==> config.mk <==
export PLATFORM = sky130hd
export DESIGN_NAME = acet_axis
export DESIGN_NICKNAME = d
export VERILOG_FILES = /design/src/rtl/core/acet_pkg.sv /design/src/rtl/core/acet_axis.sv
export SDC_FILE = /design/constraint.sdc
export NUM_CORES = 1
export LEC_CHECK = 0
export BUFFER_PORTS_ARGS = -buffer_cell sky130_fd_sc_hd__buf_2
export CAP_MARGIN = 20
export CORE_MARGIN = 3
export CORE_UTILIZATION = 51
export CTS_CLUSTER_DIAMETER = 40
export DETAILED_ROUTE_END_ITERATION = 16
export HOLD_SLACK_MARGIN = 0.1
export MAX_ROUTING_LAYER = met4
export PLACE_DENSITY = 0.86
export SLEW_MARGIN = 0
export SYNTH_ARGS = -nofsm -noshare
export SYNTH_HDL_FRONTEND = slang
export SYNTH_SLANG_ARGS = --single-unit
==> constraint.sdc <==
create_clock -name clk -period 6.78 [get_ports clk]
set_input_delay 0.339 -clock clk [delete_from_list [all_inputs] [get_ports clk]]
set_output_delay 0.339 -clock clk [all_outputs]
set_load 0.005 [all_outputs]
==> src/rtl/core/acet_pkg.sv <==
// ----------------------------------------------------------------------------
// acet_pkg
// shared types and constants of the box contact event tracker
// ----------------------------------------------------------------------------
package acet_pkg;

    // number of collider ids; one contact bit per ordered pair of ids
    localparam int NUM_COLLIDERS = 64;
    localparam int PAIR_DEPTH    = NUM_COLLIDERS * NUM_COLLIDERS;
    localparam int IDX_W         = $clog2(PAIR_DEPTH);

    localparam int ID_W    = 6;
    localparam int COORD_W = 16;
    localparam int DEPTH_W = 17;
    localparam int EV_W    = 2;

    // contact event codes
    localparam logic [EV_W-1:0] EV_NONE  = 2'd0;
    localparam logic [EV_W-1:0] EV_ENTER = 2'd1;
    localparam logic [EV_W-1:0] EV_STAY  = 2'd2;
    localparam logic [EV_W-1:0] EV_EXIT  = 2'd3;

    // write request into the contact table
    typedef struct packed {
        logic             en;
        logic [IDX_W-1:0] addr;
        logic             data;
    } acet_wr_t;

endpackage

==> src/rtl/core/acet_axis.sv <==
// ----------------------------------------------------------------------------
// acet_axis
// one-axis overlap test: registers doubled centre distance and size sum,
// then compares and gives the doubled depth
// ----------------------------------------------------------------------------
module acet_axis
    import acet_pkg::*;
(
    input  logic                      clk,
    input  logic                      load,
    input  logic signed [COORD_W-1:0] lc,
    input  logic        [COORD_W-1:0] ls,
    input  logic signed [COORD_W-1:0] rc,
    input  logic        [COORD_W-1:0] rs,
    output logic                      hit,
    output logic        [DEPTH_W-1:0] depth
);

    logic signed [COORD_W:0]   diff;
    logic        [COORD_W:0]   abs_diff;
    logic        [COORD_W+1:0] twice_reg;
    logic        [COORD_W+1:0] twice_next;
    logic        [COORD_W:0]   sum_reg;
    logic        [COORD_W:0]   sum_next;
    logic        [COORD_W+1:0] gap;

    // first half: distance and size sum
    always_comb
    begin
        diff       = {rc[COORD_W-1], rc} - {lc[COORD_W-1], lc};
        abs_diff   = diff[COORD_W] ? $unsigned(-diff) : $unsigned(diff);
        twice_next = {abs_diff, 1'b0};
        sum_next   = {1'b0, ls} + {1'b0, rs};
    end

    always_ff @(posedge clk)
    begin
        if (load)
        begin
            twice_reg <= twice_next;
            sum_reg   <= sum_next;
        end
    end

    // second half: strict compare, touching edges are no overlap
    always_comb
    begin
        gap   = {1'b0, sum_reg} - twice_reg;
        hit   = {1'b0, sum_reg} > twice_reg;
        depth = hit ? gap[DEPTH_W-1:0] : '0;
    end

endmodule

==> results of run 1 <==
[cell families (layout without fill, tap and decap cells)]
family	after synthesis	count (layout)	synth area share, %
xor+xnor	41	41	9.33
simple gates	128	128	17.2
mux	2	2	0.650
buf+inv	55	143	5.40
compound gates	122	122	23.3
fa+ha+maj	52	52	17.5
flops	34	34	26.5
[through the flow]
stage / total power (µW) / cell area [µm²]
2_1_floorplan: 713 / 3850
3_3_place_gp: 825 / 4370
3_5_place_dp: 847 / 4370
4_1_cts: 1030 / 4480
5_1_grt: 1110 / 4480
6_report: 1030 / 4480
[final timing paths]
check | endpoint | slack, ps | from
max | depth[8] | 3250 | sum_reg[2]
min | sum_reg[0] | 370 | rs[0]
[layout by cell type, fill, tap and decap left out, types with 5 or more instances in the layout]
cell      netlist  routed
a21o_1          9       9
and3_1          9       9
and2_1          5       5
xnor2_1        34      34
xor2_1          7       7
a211oi_1        7       7
o21a_1          7       7
a31oi_1         9       9
clkbuf_8        0       5
or2_2           5       5
nand2_1        28      28
nand3_1         6       6
ha_1           49      49
inv_1          52      52
nand4_1         6       6
a21oi_1        30      30
nor2_1         31      31
buf_2           1      83
o21ai_0        12      12
nor2b_1         6       6
edfxtp_1       34      34
nor3_1         15      15
[per-layer routing]
| layer | vias up | wire, µm |
|---|---|---|
| met5 | - | 0 |
| li1 | 1769 | - |
| met1 | 1586 | 3580 |
| met3 | 10 | 398 |
| met4 | 0 | 125 |
| met2 | 106 | 4330 |
[where the power goes]
part / switching [µW] / internal, µW
clock: 70.9 / 108
combinational: 305 / 248
sequential: 13.2 / 285
total: 389 / 641
[cell type report]
class | instances | area share (%)
sequential | 34 | 22.8
tap | 99 | 2.76
clock inverter | 3 | 0.893
multi-input combinational | 345 | 58.4
timing repair buffer | 83 | 9.27
clock buffer | 5 | 1.54
inverter | 52 | 4.35
==> results.json, run 1 <==
{
  "critPathKind": "flop to output port",
  "placed_cells": 613,
  "yosys.cell_count.top_type": "inv_1",
  "gp_congestion": 0.899,
  "globalRouteMet3Util_pct": 2.27,
  "avgSynthCellArea_um2": 8.87,
  "tightest_slew_ps": 732,
  "register_area_mm2": 0.00102,
  "period_minus_slack_ps": 3530,
  "min_path_type": "primary input to flop",
  "critPathSlowestCell": "o21ai_2",
  "synth_warnings": 0,
  "vias_per_cell": 5.59,
  "cts-resized-gates": 0,
  "synthDistinctLibCells": 63,
  "ys_top_cells_by_count": "inv_1, ha_1, edfxtp_1, xnor2_1, nor2_1",
  "cts_buffer_depth": 2,
  "fillers": 651,
  "drtPass1Iterations": 4,
  "antenna_found_initial": 0,
  "first_iter_violations": 119,
  "die_y_um": 92.9,
  "path_cells": "ha_1 > nor2b_1 > o21ai_0 > a21boi_1 > o31ai_1 > a21boi_1 > o221a_2 > o21ai_2 > nor3_1 > buf_2",
  "crit_required_ps": 6440,
  "vias": 3471,
  "synth_fp_nets": 552,
  "power_density_mw_per_mm2": 230,
  "grt_max_degree": 35,
  "grt_pass1_wl_um": 14200,
  "groute.layer.met1.usage_pct": 23.5,
  "design.core.area_mm2": 0.00729,
  "final_util_pct": 61.5,
  "finalMaxSlewViolations": 0,
  "synth.largest_area_cell": "edfxtp_1",
  "top_usage_layer": "met2",
  "syn2layout_area_growth_pct": 16.5,
  "tritoncts": "built",
  "post_cts_buffers": 0,
  "endpoint_kind": "output port",
  "clock.fmax_mhz": 283,
  "synth-edff-count": 34,
  "syn_inst": 434,
  "max_stage_delay_ps": 520,
  "initial_core_util_pct": 52.8,
  "clk_pin_slew_worst_paths_ps": 60,
  "die_area_mm2": 0.00862,
  "synth_area_leaders": "edfxtp_1, ha_1, xnor2_1, inv_1, a21oi_1",
  "diodes": 0,
  "hold_path_depth": 2,
  "antenna_left": 0,
  "rsz0062_at_grt": "no",
  "setup_viol": 0,
  "pre_cts_ws_ps": 3570,
  "cts_buffers": 5,
  "postCtsHoldBufs": 0,
  "layout-drive-gt1-share_pct": 22.4,
  "grt_overflow": 0,
  "crit_cells": 10,
  "cp.arrival_ps": 3190,
  "stdcell_count": 621,
  "num_rows": 31,
  "multi_input_area_mm2": 0.00262,
  "finalCritPeriodShare_pct": 52.1,
  "critPathLaunchType": "flop",
  "grt_pass1_vias": 3322,
  "synth_top_flop_cell": "edfxtp_1",
  "crit_top_cell": "a21boi_1",
  "cts.sinks": 34,
  "power.leakage_uw": 0.00213,
  "ir_worst_vdd_v": 0.000123,
  "die_x_um": 92.9,
  "netlist_area_mm2": 0.00385,
  "path_delay_family": "compound AO/OA/AOI/OAI gates",
  "drv_cap": 0,
  "cts.htree.levels": 2,
  "io_pins": 84,
  "cts_root_buffer": "clkbuf_8",
  "synthArstFlopShare_pct": 0,
  "cp.buffers_inverters": 1,
  "final_hold_viol_count": 0,
  "setup_tns_ps": 0,
  "whs_ps": 369,
  "worst_slack_ps": 3250,
  "drc": 0,
  "routed_wirelength_um": 8430,
  "yosysSeqAreaShare_pct": 26.5,
  "crit_fanout": 18,
  "grt.total_usage_pct": 20.4,
  "numPortBuffers": 83,
  "ys_ff_latch": 34,
  "grt_util_met2_pct": 37.4,
  "hpwl_um": 6990,
  "synth_top_cell_area_share_pct": 26.5,
  "wire_per_inst_um": 13.6,
  "final_nets": 639,
  "status": "complete, no violations",
  "slew_headroom_pct": 51.2
}
(Power assumes the default switching activity.)
==> inputs of run 2 (changes only) <==
PLACE_DENSITY = 0.89   (was 0.86)
clock period = 2.91 ns   (was 6.78 ns; I/O delays follow)
==> results.json, run 2 (synthesis results as in run 1) <==
{
  "cp.arrival_ps": 2730,
  "drtPass1Iterations": 4,
  "hp-start": "rs[0]",
  "ir_worst_vdd_v": 0.000212,
  "antenna_found_initial": 0,
  "drc": 0,
  "drv_cap": 0,
  "grt.total_usage_pct": 21.6,
  "postLayoutCellArea_mm2": 0.00478,
  "die_area_mm2": 0.00862,
  "syn2layout_area_growth_pct": 24.2,
  "final_hold_viol_count": 0,
  "diodes": 0,
  "cts_root_buffer": "clkbuf_8",
  "hpwl_um": 7350,
  "final_common_cell": "buf_2",
  "layout-drive-gt1-share_pct": 29.4,
  "clk_pin_slew_worst_paths_ps": 60,
  "hold_path_depth": 2,
  "gp_congestion": 0.906,
  "grt_overflow": 0,
  "cts_buffer_depth": 2,
  "grt_pass1_wl_um": 14900,
  "power_uw": 2570,
  "endpoint_kind": "output port",
  "design.core.area_mm2": 0.00729,
  "antenna_left": 0,
  "power_density_mw_per_mm2": 538,
  "tritoncts": "built",
  "crit_required_ps": 2760,
  "cts.sinks": 34,
  "clock.fmax_mhz": 348,
  "min_path_type": "primary input to flop",
  "die_x_um": 92.9,
  "cts.htree.levels": 2,
  "period_minus_slack_ps": 2880,
  "initial_core_util_pct": 52.8,
  "placed_cells": 619,
  "vias_per_cell": 5.72,
  "grt_max_degree": 35,
  "stdcell_count": 636,
  "grt_pass1_vias": 3495,
  "setup_tns_ps": 0,
  "die_y_um": 92.9,
  "setup_viol": 0,
  "routed_wirelength_um": 9340,
  "postCtsHoldBufs": 0,
  "worst_slack_ps": 32.6,
  "place_area_mm2": 0.00443,
  "final_nets": 655,
  "finalCritPeriodShare_pct": 98.9,
  "status": "complete, no violations",
  "cts_buffers": 5,
  "critPathLaunchType": "flop",
  "wire_per_inst_um": 14.7,
  "io_pins": 84,
  "critPathKind": "flop to output port",
  "power.leakage_uw": 0.00224,
  "first_iter_violations": 137,
  "num_rows": 31,
  "numPortBuffers": 83,
  "layout.cells.most_common_list": "buf_2, inv_1, ha_1",
  "tightest_slew_ps": 710,
  "rsz0062_at_grt": "yes",
  "pre_cts_ws_ps": -34.6,
  "finalMaxSlewViolations": 0,
  "hold_path_end": "sum_reg[0]",
  "crit_fanout": 5,
  "slew_headroom_pct": 52.6,
  "vias": 3640
}
## run 2: changes by cell type in the layout (fill, tap and decap cells not counted), sizes merged
| cell | delta |
|---|---|
| buf | +14 |
| bufinv | -1 |
| clkinv | -2 |
| clkbuf | +4 |
## run 2: per-stage QoR
stage / hold WS [ps] / utilization (%)
2_1_floorplan: 258 / -
3_3_place_gp: 439 / 60.8
3_5_place_dp: 444 / 60.8
4_1_cts: 162 / 62.4
5_1_grt: 175 / 65.5
6_report: 164 / 65.5
## run 2: worst max-delay path, cell delays in order (launching register included)
cell and delay [ps]:
edfxtp_1 410, inv_2 100, ha_4 200, nor2b_4 120, o21ai_2 180, a21boi_2 100
o31ai_2 200, buf_4 170, a21boi_4 60, o221a_4 230, o21ai_4 300, clkbuf_16 210
nor2_1 40, buf_2 120
## run 2: worst max path at each step
| stage | from | endpoint | slack [ps] |
|---|---|---|---|
| after floorplan | rc[0] | twice_reg[16] | 240 |
| after CTS | sum_reg[2] | depth[14] | 3 |
| after detailed placement | lc[0] | twice_reg[16] | -30 |
| after global placement | lc[0] | twice_reg[16] | 60 |
| final | twice_reg[2] | depth[5] | 30 |
| after global routing | sum_reg[7] | depth[14] | -90 |
## run 2: what timing repair did
| action | in CTS | in global routing |
|---|---|---|
| setup buffers | 2 | 5 |
| gates resized for setup | 6 | 29 |
| setup endpoints to repair | 18 | 18 |
| gates cloned | 0 | 3 |
| pin swaps | 2 | 14 |
## run 2: where the power goes
part	internal [µW]	switching, µW
clock	164	150
sequential	665	32.4
combinational	721	838
## run 2: cell type report
type / instances / area, µm²
multi-input combinational: 345 / 2780
clock buffer: 7 / 76.3
fill: 605 / 2510
timing repair buffer: 99 / 587
tap: 99 / 124
inverter: 52 / 195
sequential: 34 / 1020
## run 2: metal layers
layer  track usage (%)  wire length (µm)  vias to the layer above  share of wire [%]
li1                  -                 -                     1799                  -
met1              23.6              3580                     1676                 38
met2              40.3              5060                      137                 54
met3              1.79               432                       28                4.6
met4              8.42               272                        0                2.9
met5                 -                 0                        -                  0
==> inputs of run 3 (changes only) <==
--- a/config.mk
+++ b/config.mk
@@ -9,10 +9,10 @@
 export CAP_MARGIN = 20
 export CORE_MARGIN = 3
-export CORE_UTILIZATION = 51
+export CORE_UTILIZATION = 35
 export CTS_CLUSTER_DIAMETER = 40
 export DETAILED_ROUTE_END_ITERATION = 16
 export HOLD_SLACK_MARGIN = 0.1
 export MAX_ROUTING_LAYER = met4
-export PLACE_DENSITY = 0.89
+export PLACE_DENSITY = 0.68
 export SLEW_MARGIN = 0
 export SYNTH_ARGS = -nofsm -noshare
==> constraint.sdc (replaced) <==
create_clock -name clk -period 2.91 [get_ports clk]
set_input_delay 0.1455 -clock clk [delete_from_list [all_inputs] [get_ports clk]]
set_output_delay 0.1455 -clock clk [all_outputs]
set_load 0.1 [all_outputs]
==> results.json, run 3 (synthesis results as in run 1) <==
{
  "clock.fmax_mhz": 343,
  "postLayoutCellArea_mm2": 0.00537,
  "path_cells": "ha_4 > nor2b_4 > o21ai_2 > a21boi_2 > o31ai_4 > a21boi_2 > o221a_2 > o21ai_4 > clkbuf_16 > nor4b_4 > buf_12",
  "crit_fanout": 5,
  "path_delay_family": "compound AO/OA/AOI/OAI gates",
  "layout.cells.most_common_list": "buf_2, inv_1, ha_1",
  "crit_cells": 11,
  "wire_per_inst_um": 13.6,
  "setup_viol": 1,
  "ir_worst_vdd_v": 0.000499,
  "syn2layout_area_growth_pct": 39.6,
  "cp.buffers_inverters": 2,
  "design.core.area_mm2": 0.0105,
  "clk_pin_slew_worst_paths_ps": 60,
  "crit_top_cell": "a21boi_2",
  "stdcell_count": 689,
  "antenna_left": 0,
  "crit_required_ps": 2760,
  "initial_core_util_pct": 36.6,
  "hpwl_um": 7340,
  "pre_cts_ws_ps": -22.7,
  "cts_root_buffer": "clkbuf_8",
  "final_common_cell": "buf_2",
  "hold_path_depth": 2,
  "final_hold_viol_count": 0,
  "routed_wirelength_um": 9390,
  "cts_buffers": 5,
  "grt_pass1_wl_um": 15200,
  "critPathSlowestCell": "edfxtp_1",
  "cts_buffer_depth": 2,
  "grt.total_usage_pct": 14.8,
  "max_stage_delay_ps": 430,
  "cp.arrival_ps": 2770,
  "slew_headroom_pct": 52.5,
  "vias": 3542,
  "min_path_type": "primary input to flop",
  "die_area_mm2": 0.0123,
  "numPortBuffers": 83,
  "antenna_found_initial": 0,
  "layout-drive-gt1-share_pct": 34.9,
  "die_y_um": 111,
  "tritoncts": "built",
  "drtPass1Iterations": 4,
  "power_density_mw_per_mm2": 657,
  "rsz0062_at_grt": "yes",
  "drc": 0,
  "cts.htree.levels": 2,
  "first_iter_violations": 136,
  "power_uw": 3530,
  "drv_cap": 0,
  "num_rows": 37,
  "die_x_um": 111,
  "critPathLaunchType": "flop",
  "io_pins": 84,
  "violations": "setup timing",
  "postCtsHoldBufs": 0,
  "tightest_slew_ps": 712,
  "gp_congestion": 0.886,
  "worst_slack_ps": -4.92,
  "diodes": 0,
  "status": "complete, but fails checks",
  "grt_pass1_vias": 3444,
  "period_minus_slack_ps": 2910,
  "place_area_mm2": 0.00476,
  "finalMaxSlewViolations": 0,
  "placed_cells": 659,
  "final_nets": 670,
  "power.leakage_uw": 0.00238,
  "endpoint_kind": "output port",
  "grt_overflow": 0,
  "critPathKind": "flop to output port",
  "grt_max_degree": 35,
  "cts.sinks": 34,
  "finalCritPeriodShare_pct": 100,
  "vias_per_cell": 5.14
}
[run 3: cell count changes in the layout (fill, tap and decap cells not counted), moves of 3 or more]
cell / delta
buf_2: -18
buf_12: +16
buf_4: +13
nor2_4: +9
nor2_1: -8
nor3_4: +5
buf_6: +4
nor3_1: -4
ha_4: +3
[run 3: area by class of cell]
class,count,area (µm²)
clock buffer,6,72.6
timing repair buffer,114,950
fill,918,5140
tap,136,170
inverter,52,199
clock inverter,2,8.76
multi-input combinational,345,2950
sequential,34,1020
[run 3: worst paths after layout]
path	start	end	slack, ps
worst max-delay path	sum_reg[2]	depth[14]	-5
worst min-delay path	rs[0]	sum_reg[0]	160
[run 3: timing repair]
item | 4_1_cts | 5_1_grt
gates resized for setup | 52 | 24
setup buffers | 11 | 10
endpoints found under the setup margin | 18 | 18
pin swaps | 17 | 19
cloned | 1 | 0
[run 3: through the flow]
stage | TNS [ps] | hold slack, ps | util, %
2_1_floorplan | -538 | 258 | -
3_3_place_gp | 0 | 436 | 45.3
3_5_place_dp | -22.7 | 453 | 45.3
4_1_cts | -151 | 159 | 48.9
5_1_grt | -1200 | 155 | 51.1
6_report | -4.92 | 164 | 51.1
[run 3: routing by layer]
layer / GRT usage (%) / routed length (µm) / vias to the layer above / part of all wire [%]
li1: - / - / 1826 / -
met1: 17.8 / 4100 / 1608 / 44
met2: 25.3 / 4750 / 87 / 51
met3: 1.42 / 316 / 21 / 3.4
met4: 6.16 / 215 / 0 / 2.3
met5: - / 0 / - / 0
[run 3: where the power goes]
group,leakage (µW),internal [µW],switching (µW)
Sequential,0.000332,665,31.6
Clock,0.0000426,164,153
Combinational,0.00201,1060,1450
Total,0.00238,1890,1640
